### config.mk
export PLATFORM = sky130hd
export DESIGN_NAME = hex_record_halfword_writer_top_flat
export DESIGN_NICKNAME = d
export VERILOG_FILES = /design/src/rtl/hrhw_pkg.sv /design/src/rtl/hrhw_in_if.sv /design/src/rtl/hrhw_out_if.sv /design/src/rtl/hrhw_in_stage.sv /design/src/rtl/hrhw_parser.sv /design/src/rtl/hrhw_out_stage.sv /design/src/rtl/hex_record_halfword_writer_top.sv /design/src/flat_wrapper.sv
export SDC_FILE = /design/constraint.sdc
export NUM_CORES = 1
export LEC_CHECK = 0
export BUFFER_PORTS_ARGS = -buffer_cell sky130_fd_sc_hd__buf_2
export CAP_MARGIN = 40
export CELL_PAD_IN_SITES_DETAIL_PLACEMENT = 2
export CELL_PAD_IN_SITES_GLOBAL_PLACEMENT = 2
export CORE_MARGIN = 1.5
export CORE_UTILIZATION = 40
export CTS_CLUSTER_DIAMETER = 80
export CTS_CLUSTER_SIZE = 16
export DETAILED_ROUTE_END_ITERATION = 8
export GPL_ROUTABILITY_DRIVEN = 0
export PLACE_DENSITY_LB_ADDON = 0.12
export REMOVE_ABC_BUFFERS = 1
export SYNTH_ARGS = -nofsm -noshare
export SYNTH_HDL_FRONTEND = slang
export SYNTH_HIERARCHICAL = 1
export SYNTH_SLANG_ARGS = --single-unit
### constraint.sdc
create_clock -name clk_i -period 5.85 [get_ports clk_i]
set_input_delay 0 -clock clk_i [delete_from_list [all_inputs] [get_ports clk_i]]
set_output_delay 0 -clock clk_i [all_outputs]
set_load 0.005 [all_outputs]
### src/rtl/hrhw_pkg.sv
// shared types, constants and helper function of the hex record halfword writer
package hrhw_pkg;

  // widths of the record fields and of the character offset counter
  localparam int unsigned PosW   = 10;
  localparam int unsigned CountW = 8;
  localparam int unsigned HalfW  = 16;
  localparam int unsigned AddrW  = 32;
  localparam int unsigned GathW  = 12;

  // character offsets inside one record
  localparam logic [PosW-1:0] PosMax   = 10'd1023;
  localparam logic [PosW-1:0] CountEnd = 10'd2;
  localparam logic [PosW-1:0] OffsEnd  = 10'd6;
  localparam logic [PosW-1:0] TypePos  = 10'd8;
  localparam logic [PosW-1:0] DataPos  = 10'd9;

  // ascii codes and register reset
  localparam logic [7:0]       CharZero      = 8'h30;
  localparam logic [7:0]       CharNine      = 8'h39;
  localparam logic [HalfW-1:0] AddrHighReset = 16'd2048;

  // one input character with its start flag
  typedef struct packed {
    logic [7:0] ascii_char;
    logic       record_start;
  } char_t;

  // one halfword write
  typedef struct packed {
    logic [AddrW-1:0] write_address;
    logic [HalfW-1:0] halfword;
    logic             last_of_record;
  } result_t;

  // ascii hex digit to nibble, letters as code minus 55 modulo 16
  function automatic logic [3:0] to_nibble(logic [7:0] c);
    logic is_digit;
    is_digit = (c >= CharZero) && (c <= CharNine);
    return is_digit ? c[3:0] : 4'(c[3:0] + 4'd9);
  endfunction

endpackage

### src/rtl/hrhw_in_if.sv
// character channel: valid, ready and one record character
interface hrhw_in_if;
  logic       valid;
  logic       ready;
  logic [7:0] ascii_char;
  logic       record_start;

  modport source (output valid, output ascii_char, output record_start, input ready);
  modport sink   (input valid, input ascii_char, input record_start, output ready);
endinterface

### src/rtl/hrhw_out_if.sv
// halfword channel: valid, ready and one halfword write
interface hrhw_out_if;
  logic        valid;
  logic        ready;
  logic [31:0] write_address;
  logic [15:0] halfword;
  logic        last_of_record;

  modport source (output valid, output write_address, output halfword,
                  output last_of_record, input ready);
  modport sink   (input valid, input write_address, input halfword,
                  input last_of_record, output ready);
endinterface

### src/rtl/hrhw_in_stage.sv
// input register stage holding one accepted character
module hrhw_in_stage (
  input  logic             clk_i,
  input  logic             rst_ni,
  hrhw_in_if.sink          in_i,
  output logic             char_valid_o,
  output hrhw_pkg::char_t  char_o,
  input  logic             char_ready_i
);

  logic            valid_q;
  hrhw_pkg::char_t data_q;
  logic            take;

  // stage frees up when empty or when the parser takes the character
  assign take       = valid_q && char_ready_i;
  assign in_i.ready = !valid_q || char_ready_i;

  // valid flag
  always_ff @(posedge clk_i or negedge rst_ni) begin
    if (!rst_ni) begin
      valid_q <= 1'b0;
    end else if (in_i.valid && in_i.ready) begin
      valid_q <= 1'b1;
    end else if (take) begin
      valid_q <= 1'b0;
    end
  end

  // character payload
  always_ff @(posedge clk_i) begin
    if (in_i.valid && in_i.ready) begin
      data_q.ascii_char   <= in_i.ascii_char;
      data_q.record_start <= in_i.record_start;
    end
  end

  assign char_valid_o = valid_q;
  assign char_o       = data_q;

endmodule

### src/rtl/hrhw_parser.sv
// record parser: offset tracking, header fields and halfword assembly
module hrhw_parser (
  input  logic                        clk_i,
  input  logic                        rst_ni,
  input  logic                        cfg_we_i,
  input  logic [hrhw_pkg::HalfW-1:0]  cfg_wdata_i,
  input  logic                        char_valid_i,
  input  hrhw_pkg::char_t             char_i,
  output logic                        char_ready_o,
  output logic                        res_valid_o,
  output hrhw_pkg::result_t           res_o,
  input  logic                        res_ready_i
);

  logic [hrhw_pkg::HalfW-1:0]  addr_high_q;
  logic [hrhw_pkg::PosW-1:0]   char_pos_q, char_pos_d;
  logic [hrhw_pkg::CountW-1:0] byte_count_q, byte_count_d;
  logic [hrhw_pkg::HalfW-1:0]  addr_offs_q, addr_offs_d;
  logic                        rec_en_q, rec_en_d;
  logic [hrhw_pkg::GathW-1:0]  gather_q, gather_d;

  logic [hrhw_pkg::PosW-1:0]   pos;
  logic [hrhw_pkg::PosW-1:0]   data_ofs;
  logic [7:0]                  hw_idx;
  logic [1:0]                  nib_sel;
  logic [6:0]                  total;
  logic [3:0]                  nib;
  logic                        hit;
  logic                        produce;
  logic                        take;

  // offset of the current character and its place in the data field
  assign pos      = char_i.record_start ? '0 : char_pos_q;
  assign nib      = hrhw_pkg::to_nibble(char_i.ascii_char);
  assign data_ofs = pos - hrhw_pkg::DataPos;
  assign hw_idx   = data_ofs[hrhw_pkg::PosW-1:2];
  assign nib_sel  = data_ofs[1:0];
  assign total    = byte_count_q[hrhw_pkg::CountW-1:1];
  assign hit      = (pos >= hrhw_pkg::DataPos) && rec_en_q && (hw_idx < {1'b0, total});
  assign produce  = hit && (nib_sel == 2'd3);

  // a character that yields no halfword never waits on the output
  assign char_ready_o = !produce || res_ready_i;
  assign take         = char_valid_i && char_ready_o;
  assign res_valid_o  = char_valid_i && produce;

  // halfword result: first byte low, second byte high
  always_comb begin
    res_o.halfword       = {gather_q[3:0], nib, gather_q[11:8], gather_q[7:4]};
    res_o.write_address  = {addr_high_q, addr_offs_q}
                         + {{(hrhw_pkg::AddrW-8){1'b0}}, hw_idx[6:0], 1'b0};
    res_o.last_of_record = ((hw_idx + 8'd1) == {1'b0, total});
  end

  // next state for one character
  always_comb begin
    char_pos_d   = (pos < hrhw_pkg::PosMax) ? pos + 10'd1 : hrhw_pkg::PosMax;
    byte_count_d = byte_count_q;
    addr_offs_d  = addr_offs_q;
    rec_en_d     = rec_en_q;
    gather_d     = gather_q;
    priority if (pos == '0) begin
      byte_count_d = '0;
      addr_offs_d  = '0;
      rec_en_d     = 1'b0;
      gather_d     = '0;
    end else if (pos <= hrhw_pkg::CountEnd) begin
      byte_count_d = {byte_count_q[3:0], nib};
    end else if (pos <= hrhw_pkg::OffsEnd) begin
      addr_offs_d = {addr_offs_q[11:0], nib};
    end else if (pos == hrhw_pkg::TypePos) begin
      rec_en_d = (char_i.ascii_char == hrhw_pkg::CharZero);
    end else if (hit) begin
      gather_d = produce ? '0 : {gather_q[7:0], nib};
    end else begin
      gather_d = gather_q;
    end
  end

  // parser state
  always_ff @(posedge clk_i or negedge rst_ni) begin
    if (!rst_ni) begin
      char_pos_q   <= '0;
      byte_count_q <= '0;
      addr_offs_q  <= '0;
      rec_en_q     <= 1'b0;
      gather_q     <= '0;
    end else if (take) begin
      char_pos_q   <= char_pos_d;
      byte_count_q <= byte_count_d;
      addr_offs_q  <= addr_offs_d;
      rec_en_q     <= rec_en_d;
      gather_q     <= gather_d;
    end
  end

  // upper address register
  always_ff @(posedge clk_i or negedge rst_ni) begin
    if (!rst_ni) begin
      addr_high_q <= hrhw_pkg::AddrHighReset;
    end else if (cfg_we_i) begin
      addr_high_q <= cfg_wdata_i;
    end
  end

endmodule

### src/rtl/hrhw_out_stage.sv
// output register holding one halfword write until the receiver takes it
module hrhw_out_stage (
  input  logic               clk_i,
  input  logic               rst_ni,
  input  logic               res_valid_i,
  input  hrhw_pkg::result_t  res_i,
  output logic               res_ready_o,
  hrhw_out_if.source         out_o
);

  logic              valid_q;
  hrhw_pkg::result_t data_q;
  logic              load;

  // room when empty or when the held result leaves this cycle
  assign res_ready_o = !valid_q || out_o.ready;
  assign load        = res_valid_i && res_ready_o;

  // valid flag
  always_ff @(posedge clk_i or negedge rst_ni) begin
    if (!rst_ni) begin
      valid_q <= 1'b0;
    end else if (load) begin
      valid_q <= 1'b1;
    end else if (out_o.ready) begin
      valid_q <= 1'b0;
    end
  end

  // result payload
  always_ff @(posedge clk_i) begin
    if (load) begin
      data_q <= res_i;
    end
  end

  assign out_o.valid          = valid_q;
  assign out_o.write_address  = data_q.write_address;
  assign out_o.halfword       = data_q.halfword;
  assign out_o.last_of_record = data_q.last_of_record;

endmodule

### src/rtl/hex_record_halfword_writer_top.sv
// top level of the hex record halfword writer
//
// in_i carries record text one character per transfer; record_start marks
// the character at offset 0. out_o carries one halfword write per transfer:
// flash byte address, little-endian data halfword and a last-of-record flag.
// cfg_we_i/cfg_wdata_i write the upper 16 address bits (reset 2048); write
// only while no characters are in flight.
// A character passes an input register, is decoded combinationally by the
// parser and lands in the output register: a halfword shows on out_o once
// its fourth data character has passed the input register and the parser,
// and the output register holds it until the receiver takes it.
// Throughput is one character per cycle while no halfword waits on a stalled
// receiver, set by the parser update between the two registers.
// Reset clears the parser state, empties both registers and sets the upper
// address register to its reset value.
// When the receiver stalls, the held halfword stays on out_o; characters
// that yield no halfword keep flowing, and the first one that does waits in
// the input register, which then deasserts in_i.ready.
module hex_record_halfword_writer_top (
  input  logic        clk_i,
  input  logic        rst_ni,
  input  logic        cfg_we_i,
  input  logic [15:0] cfg_wdata_i,
  hrhw_in_if.sink     in_i,
  hrhw_out_if.source  out_o
);

  logic              char_valid;
  logic              char_ready;
  hrhw_pkg::char_t   char_data;
  logic              res_valid;
  logic              res_ready;
  hrhw_pkg::result_t res_data;

  // input register
  hrhw_in_stage u_in_stage (
    .clk_i        (clk_i),
    .rst_ni       (rst_ni),
    .in_i         (in_i),
    .char_valid_o (char_valid),
    .char_o       (char_data),
    .char_ready_i (char_ready)
  );

  // record parser
  hrhw_parser u_parser (
    .clk_i        (clk_i),
    .rst_ni       (rst_ni),
    .cfg_we_i     (cfg_we_i),
    .cfg_wdata_i  (cfg_wdata_i),
    .char_valid_i (char_valid),
    .char_i       (char_data),
    .char_ready_o (char_ready),
    .res_valid_o  (res_valid),
    .res_o        (res_data),
    .res_ready_i  (res_ready)
  );

  // output register
  hrhw_out_stage u_out_stage (
    .clk_i       (clk_i),
    .rst_ni      (rst_ni),
    .res_valid_i (res_valid),
    .res_i       (res_data),
    .res_ready_o (res_ready),
    .out_o       (out_o)
  );

endmodule

### src/flat_wrapper.sv
// flat-port wrapper written by rule: the top's interface ports become plain ports
module hex_record_halfword_writer_top_flat 
  (clk_i, rst_ni, cfg_we_i, cfg_wdata_i, in_i_valid, in_i_ascii_char, in_i_record_start, in_i_ready, out_o_valid, out_o_write_address, out_o_halfword, out_o_last_of_record, out_o_ready);
  hrhw_in_if in_i_i ();
  hrhw_out_if out_o_i ();
  input  logic clk_i;
  input  logic rst_ni;
  input  logic cfg_we_i;
  input  logic [15:0] cfg_wdata_i;
  input wire logic [$bits(in_i_i.valid)-1:0] in_i_valid;
  input wire logic [$bits(in_i_i.ascii_char)-1:0] in_i_ascii_char;
  input wire logic [$bits(in_i_i.record_start)-1:0] in_i_record_start;
  output wire logic [$bits(in_i_i.ready)-1:0] in_i_ready;
  output wire logic [$bits(out_o_i.valid)-1:0] out_o_valid;
  output wire logic [$bits(out_o_i.write_address)-1:0] out_o_write_address;
  output wire logic [$bits(out_o_i.halfword)-1:0] out_o_halfword;
  output wire logic [$bits(out_o_i.last_of_record)-1:0] out_o_last_of_record;
  input wire logic [$bits(out_o_i.ready)-1:0] out_o_ready;
  assign in_i_i.valid = in_i_valid;
  assign in_i_i.ascii_char = in_i_ascii_char;
  assign in_i_i.record_start = in_i_record_start;
  assign in_i_ready = in_i_i.ready;
  assign out_o_valid = out_o_i.valid;
  assign out_o_write_address = out_o_i.write_address;
  assign out_o_halfword = out_o_i.halfword;
  assign out_o_last_of_record = out_o_i.last_of_record;
  assign out_o_i.ready = out_o_ready;
  hex_record_halfword_writer_top u_core (.clk_i(clk_i), .rst_ni(rst_ni), .cfg_we_i(cfg_we_i), .cfg_wdata_i(cfg_wdata_i), .in_i(in_i_i), .out_o(out_o_i));
endmodule
**After elaboration in Yosys (flattened, before gate mapping)**

Cells that the tools add are included.

- Bits of input ports: 30
- Flip-flop bits (word level): 123
- Output and inout port bits: 51

- Muxes and demuxes: 22
- Reduce and logical (&&, ||, !) cells: 25
- Eq/ne operators: 7
- $lt $le $gt $ge: 7
- $add $sub $neg: 5

Operators by type and width:

| operator | number |
|---|---|
| 12-bit two-way mux | 6 |
| 16-bit two-way mux | 3 |
| 32-bit by 8-bit adder with 32-bit output | 1 |
| 10-bit two-way mux | 2 |
| 8-bit two-way mux | 2 |
| 2-bit nonzero test | 6 |
| 10-bit by 1-bit adder with 10-bit output (second input constant) | 1 |
| 10-bit by 4-bit equality test with 1-bit output (second input constant) | 1 |
| 10-bit by 4-bit greater-or-equal comparator with 1-bit output (second input constant) | 1 |
| 10-bit by 2-bit less-or-equal comparator with 1-bit output (second input constant) | 1 |
| 10-bit by 3-bit less-or-equal comparator with 1-bit output (second input constant) | 1 |
| 10-bit logical NOT | 1 |
| 10-bit < comparator (second input constant) | 1 |
| 10-bit by 4-bit subtractor with 10-bit output (second input constant) | 1 |
| 8-bit by 1-bit adder with 8-bit output (second input constant) | 1 |
| 8-bit by 6-bit equality test with 1-bit output (second input constant) | 1 |
| 8-bit by 7-bit equality test with 1-bit output | 1 |
| 8-bit by 6-bit greater-or-equal comparator with 1-bit output (second input constant) | 1 |
| 8-bit by 6-bit less-or-equal comparator with 1-bit output (second input constant) | 1 |
| 1-bit logical AND | 8 |
| 8-bit by 7-bit < comparator with 1-bit output | 1 |
| 1-bit two-way mux | 8 |
| 2-bit inequality test (second input constant) | 3 |
| 5-bit AND reduction | 1 |
| other kinds (8) | 12 |

**Depth between registers and ports, before layout**

Gate-level depths: netlist of the first run.

- Word-level depth: 11
- Mapped depth: 18

**Hierarchy**

The synthesis of the first run kept the hierarchy.

Modules (own cells, without submodules):

| module | area each (µm²) | instances | sequential area each (µm²) | cells each |
|---|---|---|---|---|
| hrhw_parser | 4511.8 | 1 | 1577.8 | 497 |
| hrhw_out_stage | 1525.2 | 1 | 1496.4 | 53 |
| hrhw_in_stage | 324.1 | 1 | 295.3 | 13 |

**Least setup slack after synthesis of the first run**

Ideal clock, no wire load.

- Path kind: register to register
- Start point: reg u_core.u_in_stage.data_q (netlist bit u_core/u_in_stage/char_o[0])
- End point: reg u_core.u_out_stage.data_q (netlist bit u_core/u_out_stage/out_o.halfword[0]), enable pin
- Slack: 2.037 ns
- Data arrival time: 3.445 ns
- Library setup time: 0.368 ns
- Cell stages (with the launch flop): 16
- Required time: 5.482 ns
- Cell sequence: edfxtp_1 -> inv_1 -> buf_1 -> nand2_1 -> ha_1 -> buf_2 -> nand2b_1 -> a21boi_0 -> o21ai_0 -> ha_1 -> o211ai_1 -> a21o_1 -> a21boi_0 -> nor3_1 -> and3_1 -> and2_4

- Longest elaborated chain between the ends: 7
- Elaborated cells between the ends (all ways): 10
- Classes of those cells: 1 x add/sub; 2 x order compare; 1 x eq/ne; 1 x mux; 5 x reduce/logical

RTL lines:

| element | line | RTL |
|---|---|---|
| from (decl) | hrhw_in_stage.sv:12 | `hrhw_pkg::char_t data_q;` |
| 10-bit two-way mux * | hrhw_parser.sv:33 | `assign pos = char_i.record_start ? '0 : char_pos_q;` |
| 10-bit by 4-bit subtractor with 10-bit output / 10-bit by 4-bit greater-or-equal comparator with 1-bit output (equally long branches) | hrhw_parser.sv:35, hrhw_parser.sv:39 |  |
| 8-bit by 7-bit < comparator with 1-bit output / 1-bit logical AND (equally long branches) | hrhw_parser.sv:39 | `assign hit = (pos >= hrhw_pkg::DataPos) && rec_en_q && (hw_idx < {1'b0, total});` |
| 1-bit logical AND | hrhw_parser.sv:39 |  |
| 1-bit logical AND * | hrhw_parser.sv:40 | `assign produce = hit && (nib_sel == 2'd3);` |
| 1-bit logical AND * | hrhw_parser.sv:45 | `assign res_valid_o = char_valid_i && produce;` |
| net u_core.res_valid | hex_record_halfword_writer_top.sv:31 | `logic res_valid;` |
| 1-bit logical AND * | hrhw_out_stage.sv:17 | `assign load = res_valid_i && res_ready_o;` |
| net u_core.u_out_stage.load | hrhw_out_stage.sv:13 | `logic load;` |
| to (signal assigned) | hrhw_out_stage.sv:33 | `data_q <= res_i;` |
| to (decl) | hrhw_out_stage.sv:12 | `hrhw_pkg::result_t data_q;` |

Mark *: on every way through the listed nets, which the timed path passes. The rest lies on a longest branch.
A chain may end at the register's enable or synchronous reset.

**Final worst setup path of the first run**

- Start point: reg u_core.u_in_stage.data_q (netlist bit u_core/u_in_stage/char_o[0])
- End point: reg u_core.u_out_stage.data_q (netlist bit u_core/u_out_stage/out_o.write_address[4]), enable pin

The elaborated chain is that of the path after synthesis.

==> reports/results.ini, run 1 <==
[route]
final_antenna_net_count = 0
first_pass_iters = 4
wl_per_cell_um = 21.1
drcViolationCount = 0
dr.first_iter.drc_count = 210
wl_mm = 18.9
avgViaCountPerCell = 5.33
vias = 4783

[power_and_ir_drop]
power_density_mw_per_mm2 = 420
power.leakage_nw = 3.34
vdd_ir_drop_max_mv = 0.258

[placement]
postPlaceCellArea_mm2 = 0.00698
dp.cells = 836
portBuffers = 80
hpwl_mm = 12.0

[timing]
drv_slew = 0
hold_viol_final = 0
period_minus_slack_ns = 4.91
setup_tns_ns = 0
slew_headroom = 0.501
post-route-period-util = 0.839
rsz0062_at_grt = no
fin_worst_skew_ns = 0.0122
max_freq_ghz = 0.204
setup_violations = 0
tightest_slew_ns = 0.743

[synth]
synth_edf_count = 58
yosys_warnings = 6
synthesis.area_mm2 = 0.00636
synth_ff_type = dfrtp_1
netlist-cell-type-count = 66
synth-seq-area-share = 0.530
synth_top_area_frac = 0.274
syn_inst = 563
synth.avg_cell_area_um2 = 11.3
yosysTopAreaCell = edfxtp_1
synthTopCellsByArea = edfxtp_1, dfrtp_1, ha_1, xnor2_1, mux2_2
async_flop_share = 0.528
ys_seq_elements = 123

[floorplan]
ioPinCount = 81
core_area_mm2 = 0.0154
fp.dieH_um = 129
floorplan.initialDensity = 0.414
rows = 45
dieWidth_um = 129
die-area_mm2 = 0.0167

[global_routing]
grt_max_degree = 63
grt_overflow = 0
grt_first_pass_wirelength_mm = 30.4
grtUsageTotal = 0.244
grt_pass1_vias = 5412
antenna_found_initial = 0

[cts]
cts_setup_buffers = 0
clk_path_buf_depth = 2
cts-root-buf = clkbuf_16
cts_tree = done
htree_levels = 4
holdBufCountCts = 29
path_clk_slew_ns = 0.05
cts_resized = 0
clk_latency_ns = 0.42
cts_made_buffers = 17
cts.sinks = 123

[status]
run_status = complete, no violations

[layout]
fill_cells = 1537
finalNetCount = 728
stdcell_area_mm2 = 0.00785
layout-drive-gt1-share = 0.234
final_cell_mix = buf_2, dfrtp_1, edfxtp_1
final_common_cell = buf_2
area_growth_pct = 23.3
fin_cells = 898
antenna_cells = 0

[critical_path]
end_kind = flip-flop
critPathRequiredTime_ns = 5.90
crit_path_start_kind = flip-flop
crit_fanout = 49
timing_worst_setup_path_type = flip-flop to flip-flop
ff2ff_path_depth = 14
arrival_ns = 4.96

[hold_path]
worstHoldPathCells = 2
hold_class = input port to flip-flop

[run]
max-cap-violations = 0

[area by class of cell]
| cell class | instances | area [um^2] | share of cell area |
|---|---|---|---|
| clock buffer | 24 | 472 | 0.0601 |
| clock inverter | 8 | 93.8 | 0.0120 |
| inverter | 48 | 180 | 0.0230 |
| multi-input combinational | 366 | 2690 | 0.343 |
| sequential | 123 | 3370 | 0.430 |
| tap | 211 | 264 | 0.0337 |
| timing repair buffer | 118 | 778 | 0.0992 |
[synthesized netlist by cell type, types with 12 or more instances]
cell type,count
mux2i_1,16
nand2_1,33
nand4_1,12
clkbuf_1,12
inv_1,48
dfrtp_1,64
nor3_1,16
nand3_1,21
o21ai_0,18
and3_1,14
edfxtp_1,58
nor2_1,30
mux2_2,20
xnor2_1,30
a21oi_1,16
ha_1,23
[flip-flops by register name, summed over array words and instances (netlist names)]
| name | count |
|---|---|
| u_core/u_in_stage/char_o | 9 |
| u_core/u_in_stage/char_valid_o | 1 |
| u_core/u_out_stage/out_o.halfword | 16 |
| u_core/u_out_stage/out_o.last_of_record | 1 |
| u_core/u_out_stage/out_o.valid | 1 |
| u_core/u_out_stage/out_o.write_address | 32 |
| u_core/u_parser/addr_high_q | 16 |
| u_core/u_parser/addr_offs_q | 16 |
| u_core/u_parser/byte_count_q | 8 |
| u_core/u_parser/char_pos_q | 10 |
| u_core/u_parser/gather_q | 12 |
| u_core/u_parser/rec_en_q | 1 |
[worst paths after layout]
kind / from / end / slack (ns)
worst min-delay path: cfg_we_i / u_core/u_parser/addr_high_q[8]$_DFFE_PN0P_ / 0.12
worst min register to register: u_core/u_parser/gather_q[9]$_DFFE_PN0P_ / u_core/u_out_stage/out_o.halfword[5]$_DFFE_PP_ / 0.45
min in group asynchronous: rst_ni / u_core/u_parser/char_pos_q[2]$_DFFE_PN0P_ / 0.55
max in group asynchronous: rst_ni / u_core/u_parser/addr_high_q[11]$_DFFE_PN1P_ / 4.72
worst max register to register: u_core/u_in_stage/char_o[0]$_DFFE_PP_ / u_core/u_out_stage/out_o.write_address[4]$_DFFE_PP_ / 0.94
worst max-delay path: u_core/u_in_stage/char_o[0]$_DFFE_PP_ / u_core/u_out_stage/out_o.write_address[4]$_DFFE_PP_ / 0.94
[critical path, stage by stage, from the launching register on]
cell and delay [ns]:
edfxtp_1 0.35, buf_4 0.22, inv_1 0.35, nand2_1 0.18, ha_1 0.38, nand2b_1 0.22, a21boi_0 0.11, o21ai_0 0.62
ha_1 0.37, o211ai_1 0.09, a21o_1 0.14, a21boi_0 0.19, nor3_1 0.43, and3_1 0.23, and2_4 0.60
[metrics by stage]
stage / utilization / hold WS [ns] / setup slack (ns) / power [W]
after global placement: 0.452 / 0.176 / 1.39 / 0.00215
after detailed placement: 0.454 / -0.0994 / 1.03 / 0.00222
after global routing: 0.510 / 0.133 / 0.574 / 0.00348
final: 0.510 / 0.124 / 0.940 / 0.00330
after floorplan: - / -0.296 / -0.737 / 0.00188
after CTS: 0.510 / 0.107 / 0.963 / 0.00328
[where the power goes]
part / total [W] / leakage, nW / internal (W) / switching (W)
sequential: 0.00126 / 1.37 / 0.00109 / 0.000177
combinational: 0.00101 / 1.70 / 0.000409 / 0.000597
clock: 0.00103 / 0.272 / 0.000646 / 0.000381
total: 0.00330 / 3.34 / 0.00214 / 0.00115
[cells by family after synthesis]
family,after synthesis,share of synthesized area
AO/OA/AOI/OAI,94,0.111
XOR/XNOR,40,0.0551
adder cells (fa/ha/maj),24,0.0484
buffers and inverters,74,0.0490
flip-flops,123,0.530
multiplexers,36,0.0606
AND/OR/NAND/NOR,172,0.146
[metal layers]
metal,vias up,share of wire,wire (um),global-route usage
li1,2244,-,-,-
met1,2436,0.41,7770,0.279
met2,77,0.55,10400,0.457
met3,26,0.022,418,0.0467
met4,0,0.018,334,0.0813
met5,-,0,0,0
Power figures use the tool's default switching activity.
==> run 2: changes to the inputs <==
--- a/config.mk
+++ b/config.mk
@@ -10,7 +10,7 @@
 export CELL_PAD_IN_SITES_DETAIL_PLACEMENT = 2
 export CELL_PAD_IN_SITES_GLOBAL_PLACEMENT = 2
 export CORE_MARGIN = 1.5
-export CORE_UTILIZATION = 40
+export CORE_UTILIZATION = 35
 export CTS_CLUSTER_DIAMETER = 80
 export CTS_CLUSTER_SIZE = 16
 export DETAILED_ROUTE_END_ITERATION = 8
==> constraint.sdc (replaced) <==
create_clock -name clk_i -period 4.4 [get_ports clk_i]
set_input_delay 0 -clock clk_i [delete_from_list [all_inputs] [get_ports clk_i]]
set_output_delay 0 -clock clk_i [all_outputs]
set_load 0.005 [all_outputs]
==> run 2 against run 1 <==
Clock power is 41% higher. Combinational power is 35% higher. Cell count is 3.0% higher. Final area is 1.9% higher. First-iteration DRC count is 37% lower. Flip-flop and latch count stayed put. Utilization is 6.4 points lower. Power is 35% higher. Count of clock-buffer cells in the layout is 3 lower. Via count is 0.52% lower. Maximum frequency is 25% higher. Critical path type unchanged. Largest power group unchanged.
==> reports/results.ini, run 2 (synthesis results as in run 1) <==
[status]
run_status = complete, no violations

[power_and_ir_drop]
swShare = 0.344  ; -0.00580
power_density_mw_per_mm2 = 559  ; +33%
p_clk_frac = 0.325  ; +0.014
vdd_ir_drop_max_mv = 0.317  ; +23%
power.net_switching_w = 0.00154  ; +33%
power_frac_comb = 0.305  ; about the same
p_int_w = 0.00293  ; +37%
power.leakage_nw = 3.40  ; +1.9%
power_frac_seq = 0.370  ; -0.013

[critical_path]
slowest_delay_ns = 0.53  ; -0.09 ns
crit_path_top_delay_cell = edfxtp_1
crit_fanout = 12  ; -76%
timing_worst_setup_path_type = flip-flop to flip-flop
end_kind = flip-flop
crit_top_cell = nand2_1
path_cells = inv_1, nand2_1, ha_1, nand2b_1, nand2_1, a21oi_1, xnor2_1, ha_1, nand2_1, a21o_1, a21boi_0, o41ai_2, or3_1, buf_4, mux2i_1
crit_buf_inv = 2  ; unchanged
crit_path_start_kind = flip-flop
critPathRequiredTime_ns = 4.72  ; -1.18 ns
critical_path.top_delay_family = compound AO/OA/AOI/OAI gates
arrival_ns = 4.26  ; -0.70 ns

[global_routing]
grtUsageTotal = 0.212  ; -0.0323
grt_overflow = 0  ; unchanged
antenna_found_initial = 0  ; unchanged
grt_first_pass_wirelength_mm = 30.0  ; -1.5%
met2_usage = 0.388  ; -0.0682
grt_pass1_vias = 5473  ; +1.1%
met1_usage = 0.242  ; -0.0371
grt_util_met3 = 0.0430  ; -0.00361
grt_max_degree = 50  ; -21%
busiest_layer = met2

[layout]
postLayoutCoreUtil = 0.446  ; -0.0640
area_growth_pct = 25.6
layout-drive-gt1-share = 0.250  ; +0.0156
fin_cells = 925  ; +3.0%
antenna_cells = 0  ; unchanged
largest_reg_flops = 32  ; unchanged
final_cell_mix = buf_2, dfrtp_1, edfxtp_1
stdcell_area_mm2 = 0.00799  ; +1.9%
final_common_cell = buf_2
finalNetCount = 737  ; +1.2%

[timing]
period_minus_slack_ns = 3.94  ; -0.968 ns
hold_viol_final = 0  ; unchanged
setup_tns_ns = 0  ; unchanged
post-route-period-util = 0.896  ; +0.0567
drv_slew = 0  ; unchanged
slew_headroom = 0.574  ; +0.0729
setup_violations = 0  ; unchanged
max_freq_ghz = 0.254  ; +25%
rsz0062_at_grt = no
fin_worst_skew_ns = 0.0225  ; +0.0103 ns
tightest_slew_ns = 0.630  ; -0.114 ns

[floorplan]
die-area_mm2 = 0.0190  ; +14%
fp.dieH_um = 138  ; +6.7%
dieWidth_um = 138  ; +6.7%
floorplan.initialDensity = 0.355  ; -0.0585
ioPinCount = 81  ; unchanged
core_area_mm2 = 0.0179  ; +16%
rows = 49  ; +8.9%

[cts]
cts.sinks = 123  ; unchanged
cts_made_buffers = 17  ; unchanged
clk_path_buf_depth = 2  ; unchanged
cts-root-buf = clkbuf_16
path_clk_slew_ns = 0.06  ; about the same
holdBufCountCts = 29  ; unchanged
htree_levels = 4  ; unchanged
cts_setup_buffers = 0  ; unchanged
clk_latency_ns = 0.43  ; about the same
cts_tree = done
cts_resized = 0  ; unchanged

[route]
wl_per_cell_um = 20.2  ; -4.1%
first_pass_iters = 4  ; unchanged
dr.first_iter.drc_count = 132  ; -37%
vias = 4758  ; -0.52%
avgViaCountPerCell = 5.14  ; -3.4%
drcViolationCount = 0  ; unchanged
wl_mm = 18.7  ; -1.2%
final_antenna_net_count = 0  ; unchanged

[placement]
dp.cells = 864  ; +3.3%
postPlaceCellArea_mm2 = 0.00710  ; +1.6%
hpwl_mm = 12.5  ; +4.0%
portBuffers = 80  ; unchanged

[run]
max-cap-violations = 0  ; unchanged

[hold_path]
hold_class = input port to flip-flop

==> run 2: cell count changes in the layout (fill, tap and decap cells not counted) <==
cell,change
buf_16,-1
buf_12,+3
inv_6,+1
bufinv_16,+1
clkinvlp_4,+2
clkbuf_1,-3
clkinv_1,-1
buf_4,+7
==> run 2: final timing paths <==
check	slack, ns	from	endpoint	depth (start not counted)
min reg2reg	0.46	u_core/u_parser/gather_q[11]$_DFFE_PN0P_	u_core/u_out_stage/out_o.halfword[7]$_DFFE_PP_	0
max in group asynchronous	3.49	rst_ni	u_core/u_parser/addr_high_q[0]$_DFFE_PN0P_	3
max	0.46	u_core/u_in_stage/char_o[0]$_DFFE_PP_	u_core/u_parser/addr_offs_q[12]$_DFFE_PN0P_	15
min in group asynchronous	0.14	rst_ni	u_core/u_parser/gather_q[5]$_DFFE_PN0P_	3
min	0.13	cfg_we_i	u_core/u_parser/addr_high_q[6]$_DFFE_PN0P_	2
max reg2reg	0.46	u_core/u_in_stage/char_o[0]$_DFFE_PP_	u_core/u_parser/addr_offs_q[12]$_DFFE_PN0P_	15
==> run 2: final cells by class <==
cell class	instances	area (um^2)
tap	229	287
fill	1857	9910
clock buffer	21	460
timing repair buffer	127	863
multi-input combinational	366	2690
inverter	48	180
sequential	123	3370
clock inverter	11	144
==> run 2: power by group through the flow <==
stage	Sequential (W)	Combinational, W	Clock (W)
floorplan	0.00160	0.000895	0
global placement	0.00166	0.00124	0
detailed placement	0.00167	0.00133	0
CTS	0.00165	0.00138	0.00148
global route	0.00168	0.00153	0.00154
finish	0.00165	0.00136	0.00145
==> run 2: per-stage QoR <==
step	worst slack (ns)	power, W	hold WS [ns]
after detailed placement	0.458	0.00300	-0.135
after CTS	0.390	0.00452	0.0919
final	0.458	0.00446	0.132
after global placement	0.513	0.00289	0.177
after floorplan	-2.19	0.00250	-0.296
after global routing	0.0532	0.00475	0.146
==> run 2: worst reg2reg max path, delay by kind of cell (launching register included) <==
family | cells | cell delay, ns
compound gates | 4 | 0.99
xor+xnor | 1 | 0.21
fa+ha+maj | 2 | 0.59
buf+inv | 2 | 0.39
flops | 1 | 0.53
mux | 1 | 0.20
simple gates | 5 | 0.93
==> run 2: routing by layer <==
metal / share of wire / vias to the layer above
met3: 0.026 / 26
met2: 0.55 / 88
li1: - / 2252
met5: 0 / -
met4: 0.021 / 0
met1: 0.40 / 2392
